## src/design/csd_pkg.sv

```systemverilog
// ----------------------------------------------------------------------------
// csd_pkg: shared types and constants for the character set difference block
// Holds the command encoding, the queued command format and back-end states.
// ----------------------------------------------------------------------------
package csd_pkg;

    localparam int KIND_W      = 2;
    localparam int CH_W        = 8;
    localparam int QUEUE_DEPTH = 2;
    localparam int QPTR_W      = $clog2(QUEUE_DEPTH);
    localparam int QCNT_W      = $clog2(QUEUE_DEPTH + 1);

    typedef enum logic [KIND_W-1:0] {
        OP_LOAD_A = 2'd0,
        OP_LOAD_B = 2'd1,
        OP_READ   = 2'd2,
        OP_CLEAR  = 2'd3
    } op_t;

    typedef struct packed {
        op_t             op;
        logic [CH_W-1:0] ch;
    } cmd_t;

    typedef enum logic [1:0] {
        BK_IDLE,
        BK_FETCH,
        BK_TEST
    } back_state_t;

endpackage

```

## src/design/csd_front.sv

```systemverilog
// ----------------------------------------------------------------------------
// csd_front: command intake and queue
// Accepts items, decodes the kind into a command and holds it in a short queue.
// ----------------------------------------------------------------------------
module csd_front import csd_pkg::*;
(
    input  logic              clk,
    input  logic              rst_n,
    input  logic              cmd_valid,
    output logic              cmd_ready,
    input  logic [KIND_W-1:0] kind,
    input  logic [CH_W-1:0]   ch,
    output logic              q_valid,
    output cmd_t              q_cmd,
    input  logic              q_pop
);

    cmd_t              q_mem_reg [QUEUE_DEPTH];
    logic [QPTR_W-1:0] wr_ptr_reg;
    logic [QPTR_W-1:0] rd_ptr_reg;
    logic [QCNT_W-1:0] fill_reg;
    logic              push;
    logic              pop;
    cmd_t              cmd_in;

    // Classify the incoming item.
    always_comb
    begin
        cmd_in.op = op_t'(kind);
        cmd_in.ch = ch;
    end

    assign cmd_ready = (fill_reg != QCNT_W'(QUEUE_DEPTH));
    assign q_valid   = (fill_reg != '0);
    assign q_cmd     = q_mem_reg[rd_ptr_reg];
    assign push      = cmd_valid && cmd_ready;
    assign pop       = q_pop && q_valid;

    always_ff @(posedge clk)
    begin
        if (push)
        begin
            q_mem_reg[wr_ptr_reg] <= cmd_in;
        end
    end

    always_ff @(posedge clk or negedge rst_n)
    begin
        if (!rst_n)
        begin
            wr_ptr_reg <= '0;
            rd_ptr_reg <= '0;
            fill_reg   <= '0;
        end
        else
        begin
            if (push)
            begin
                wr_ptr_reg <= (wr_ptr_reg == QPTR_W'(QUEUE_DEPTH - 1)) ? '0 : wr_ptr_reg + 1'b1;
            end
            if (pop)
            begin
                rd_ptr_reg <= (rd_ptr_reg == QPTR_W'(QUEUE_DEPTH - 1)) ? '0 : rd_ptr_reg + 1'b1;
            end
            if (push && !pop)
            begin
                fill_reg <= fill_reg + 1'b1;
            end
            else if (pop && !push)
            begin
                fill_reg <= fill_reg - 1'b1;
            end
        end
    end

endmodule

```

## config.mk

```make
export PLATFORM = sky130hd
export DESIGN_NAME = csd_front
export DESIGN_NICKNAME = d
export VERILOG_FILES = /design/src/design/csd_pkg.sv /design/src/design/csd_front.sv
export SDC_FILE = /design/constraint.sdc
export NUM_CORES = 1
export LEC_CHECK = 0
export ABC_AREA = 1
export BUFFER_PORTS_ARGS = -buffer_cell sky130_fd_sc_hd__buf_4
export CAP_MARGIN = 20
export CORE_ASPECT_RATIO = 1.25
export CORE_MARGIN = 3
export CORE_UTILIZATION = 50
export CTS_CLUSTER_DIAMETER = 120
export DETAILED_ROUTE_END_ITERATION = 7
export HOLD_SLACK_MARGIN = 0.08
export PLACE_DENSITY_LB_ADDON = 0.08
export SLEW_MARGIN = 20
export SYNTH_ARGS = -nofsm -noshare
export SYNTH_HDL_FRONTEND = slang
export SYNTH_SLANG_ARGS = --single-unit
```

## constraint.sdc

```tcl
create_clock -name clk -period 1.8 [get_ports clk]
set_input_delay 0.09 -clock clk [delete_from_list [all_inputs] [get_ports clk]]
set_output_delay 0.09 -clock clk [all_outputs]
set_load 0.01 [all_outputs]
```

**Word-level counts from Yosys, hierarchy flattened**

Memory sizes are Yosys's and may differ from the RTL's.
Cells that the tools add are included.

- Register bits: 4
- Bits in latches: 0
- RAM bits: 20
- Input bits: 14
- Memories: 1
- Bits in read-only memories: 0
- Logic and storage cells: 23

Memories:

| memory | words | bits a word | rd ports | clocked after memory_dff | write ports | RTL line | RTL |
|---|---|---|---|---|---|---|---|
| q_mem_reg | 2 | 10 | 1 | 0 | 1 | csd_front.sv:18 | `cmd_t q_mem_reg [QUEUE_DEPTH];` |

- Bitwise logic cells: 0
- Eq/ne operators: 1
- $lt $le $gt $ge: 0
- Shift-type cells: 0
- Multipliers: 0
- Mux-type cells: 6
- $add $sub $neg: 4
- Divide/modulo/power cells: 0
- Reduce and logical (&&, ||, !) cells: 8

Operators by type and width:

| cell | number |
|---|---|
| 1-bit logical AND | 4 |
| 1-bit 2-to-1 mux | 4 |
| 2-bit 2-to-1 mux | 2 |
| 2-bit nonzero test | 2 |
| 1-bit adder (second input constant) | 2 |
| 2-bit by 1-bit adder with 2-bit output (second input constant) | 1 |
| 1-bit logical NOT | 2 |
| 2-bit != test (second input constant) | 1 |
| 2-bit by 1-bit subtractor with 2-bit output (second input constant) | 1 |

**Logic depth before layout (Yosys ltp)**

- Depth after elaboration: 6
- Depth in mapped cells: 10
- Mapped depth without buffers: 10

**Worst setup path before layout**

No wires, ideal clock.

- Kind: flip-flop to flip-flop
- Start: register fill_reg[0]
- End: memory q_mem_reg[0][0] (netlist bit), enable pin
- Slack: 388 ps
- Path buffers: 0
- Arrival: 1,036 ps
- Period minus slack after synthesis: 1,412 ps
- Data required time: 1,424 ps
- Cell stages (with the launch flop): 5
- Path through: dfrtp_1 > inv_2 > nand2_4 > nand2_4 > nor2_1

- Word-level cells in the longest chain between the ends: 4

Ends and longest elaborated chain:

| what | RTL line | RTL |
|---|---|---|
| start: declaration | csd_front.sv:21 | `logic [QCNT_W-1:0] fill_reg;` |
| start signal: assignment | csd_front.sv:67 | `fill_reg <= fill_reg + 1'b1;` |
| start signal: assignment | csd_front.sv:71 | `fill_reg <= fill_reg - 1'b1;` |
| 2-bit != test | csd_front.sv:33 | `assign cmd_ready = (fill_reg != QCNT_W'(QUEUE_DEPTH));` |
| net cmd_ready | csd_front.sv:10 | `output logic cmd_ready,` |
| 1-bit logical AND | csd_front.sv:36 | `assign push = cmd_valid && cmd_ready;` |
| 1-bit 2-to-1 mux | csd_front.sv:41 | `if (push)` |
| 1-bit 2-to-1 mux (not written as such) | csd_front.sv:43 | `q_mem_reg[wr_ptr_reg] <= cmd_in;` |
| end: declaration | csd_front.sv:18 |  |

The timed path passes the listed nets, and every way through them passes these cells.

==> metrics.md <==
| Metric | Value |
|---|---|
| Type of the worst setup path | flip-flop to output port |
| First-pass DRT Iterations | 4 |
| Area added between synthesis and finish | 40.2% |
| Worst slack at placement | 429 ps |
| Final standard cell area without fillers | 0.00137 mm² |
| Clock-pin slew on the worst setup and hold paths | 130 ps |
| Count of state elements after synthesis | 24 |
| TritonCTS clock tree | yes |
| Drt via density | 4.65 |
| Placed Instances | 127 |
| Clock sink count | 24 |
| FP Rows | 17 |
| Crit start category | flip-flop |
| RD Place Congestion | 0.670 |
| Syn Nets | 96 |
| Total congestion overflow after global routing | 0 |
| Count of port buffers added during placement | 25 |
| Max-cap check violation count | 0 |
| Initial antenna violation count | 0 |
| Drt total wl | 1.67 mm |
| DIE AREA | 0.00252 mm² |
| Crit end category | output port |
| Remaining design rule violation count | 0 |
| Total global routing track utilization | 15.1% |
| Slew HR | 72.4% |
| Actual transition at the worst max-transition pin | 414 ps |
| Share of the cycle needed by the critical path after routing | 91.4% |
| Wire length per cell | 11.6 µm |
| Number of setup violations in the final report | 0 |
| Min-delay worst type | input pin to async pin |
| Number of setup buffers added after CTS | 0 |
| Area of the core | 0.00181 mm² |
| Die Width | 45.5 µm |
| Cell Area, Synth | 975 µm² |
| LEAKAGE | 0.632 nW |
| Maximum number of pins on one net before global-route repair | 14 |
| Total number of vias | 669 |
| Root buf cell | clkbuf_4 |
| Post-layout util | 75.6% |
| Pwr dens | 1430 mW/mm² |
| ANT cells | 0 |
| Finished Layout Cells | 144 |
| Worst Setup Slack, final | 154 ps |
| Netlist cell types | 15 |
| Share of the yosys chip area belonging to registers | 71.9% |
| Maximum root-to-sink buffer count | 2 |
| Max FFs per register | 20 |
| Drt initial violations | 9 |
| Number of nets at the end of the flow | 141 |
| Starting density of the core | 53.9% |
| Count of H-tree levels built during CTS | 1 |
| Arrival time at the worst endpoint | 1560 ps |
| Number of standard cells after synthesis | 81 |
| Post-DP HPWL | 1.16 mm |
| Highest fanout seen on the critical path | 12 |
| Clock tree skew after final layout | 8.40 ps |
| Cell area reported after detailed placement | 0.00120 mm² |
| Maximum operating frequency | 0.608 GHz |
| Hold violation total from the final report | 0 |
| Shortest period the worst path allows | 1650 ps |
| Number of clock buffers inserted by TritonCTS | 3 |
| RSZ-0062 raised after global routing | no |
| Aggregate negative setup slack | 0 ps |
| Height of the die | 55.4 µm |
| Post-Syn Area per Cell | 12.0 µm² |
| # IOs | 26 |
| Post-DRT Antenna Nets | 0 |
| Final-report max-slew violation count | 0 |
| Layout cell share with drive strength beyond 1 | 32.0% |
| Skew-Pair Late Insertion Delay | 310 ps |
| CP required | 1710 ps |
| Global-route wire length before repair | 2.79 mm |
| Maximum ir drop on the vdd rail | 933 µV |
| Number of warnings printed during yosys synthesis | 0 |
| Vias in the first global route | 678 |
| Status | completed |
## cells by family after synthesis
group                    Yosys count  synth area share, %
buffers and inverters              9                 4.36
adder cells (fa/ha/maj)            1                 1.28
flip-flops                        24                 71.9
AND/OR/NAND/NOR                   45                 19.9
XOR/XNOR                           2                 2.57
## path summary, 6_finish.rpt
| kind | cells past startpoint | end | startpoint | slack [ps] |
|---|---|---|---|---|
| setup / recovery | 4 | q_cmd[4] | rd_ptr_reg$_DFFE_PN0P_ | 150 |
| hold / removal | 2 | fill_reg[0]$_DFFE_PN0P_ | rst_n | 100 |
| setup reg to reg | 9 | fill_reg[1]$_DFFE_PN0P_ | fill_reg[0]$_DFFE_PN0P_ | 410 |
| hold reg to reg | 1 | fill_reg[0]$_DFFE_PN0P_ | fill_reg[0]$_DFFE_PN0P_ | 540 |
| max in group asynchronous | 2 | fill_reg[1]$_DFFE_PN0P_ | rst_n | 1610 |
| min in group clk | 2 | q_mem_reg[0][1]$_DFFE_PP_ | ch[1] | 500 |
## metal layers
| metal | part of all wire (%) | track usage [%] | up-vias |
|---|---|---|---|
| li1 | - | - | 346 |
| met1 | 42 | 16.7 | 305 |
| met2 | 52 | 26.9 | 16 |
| met3 | 4.2 | 2.28 | 2 |
| met4 | 0.96 | 6.28 | 0 |
| met5 | 0 | 0 | - |
## final cells by class
| type | instances | area (µm²) |
|---|---|---|
| Timing Repair Buffer | 42 | 348 |
| Multi-Input combinational cell | 48 | 231 |
| Tap cell | 19 | 23.8 |
| Clock buffer | 4 | 36.3 |
| Inverter | 7 | 26.3 |
| Sequential cell | 24 | 701 |
| Fill cell | 125 | 442 |
## report_power, final
group          switching (mW)  internal, mW
clock                   0.152         0.123
combinational           0.429         0.381
sequential             0.0965         0.769
## through the flow
stage | total power, mW | hold slack (ps)
3_3_place_gp | 1.66 | -109
4_1_cts | 1.97 | 90.4
5_1_grt | 2.08 | 87.5
6_report | 1.95 | 95.8
3_5_place_dp | 1.68 | -111
2_1_floorplan | 1.34 | -206
## placed cells by master, fill, tap and decap left out, drive strengths merged
cell type,instances
nand2,40
buf,29
edfxtp,20
dlygate4sd3,13
inv,7
dfrtp,4
clkbuf,4
nor2,2
nand3,2
xnor2,1
xor2,1
nand4,1
ha,1
## what timing repair did
item	in CTS	in global routing
hold buffers	13	0
gates resized for setup	0	0
hold endpoints to repair	26	0
setup endpoints to repair	0	0
## synth_stat cells
cell type   n  area share (%)
buf_2       1            0.51
buf_6       1             1.2
dfrtp_1     4              10
edfxtp_1   20              62
ha_1        1             1.3
inv_1       5             1.9
inv_2       2            0.77
nand2_1    36              14
nand2_2     2             1.3
nand2_4     2             2.3
nand3_1     2             1.0
nand4_1     1            0.64
nor2_1      2            0.77
xnor2_1     1            0.90
xor2_2      1             1.7
## worst max-delay path, stage by stage, from the launching register on
cell     delay (ps)
dfrtp_1         620
inv_1           300
nand2_1         130
nand2_1          60
buf_4           140
Note: power is estimated with default switching activity, not from simulation.
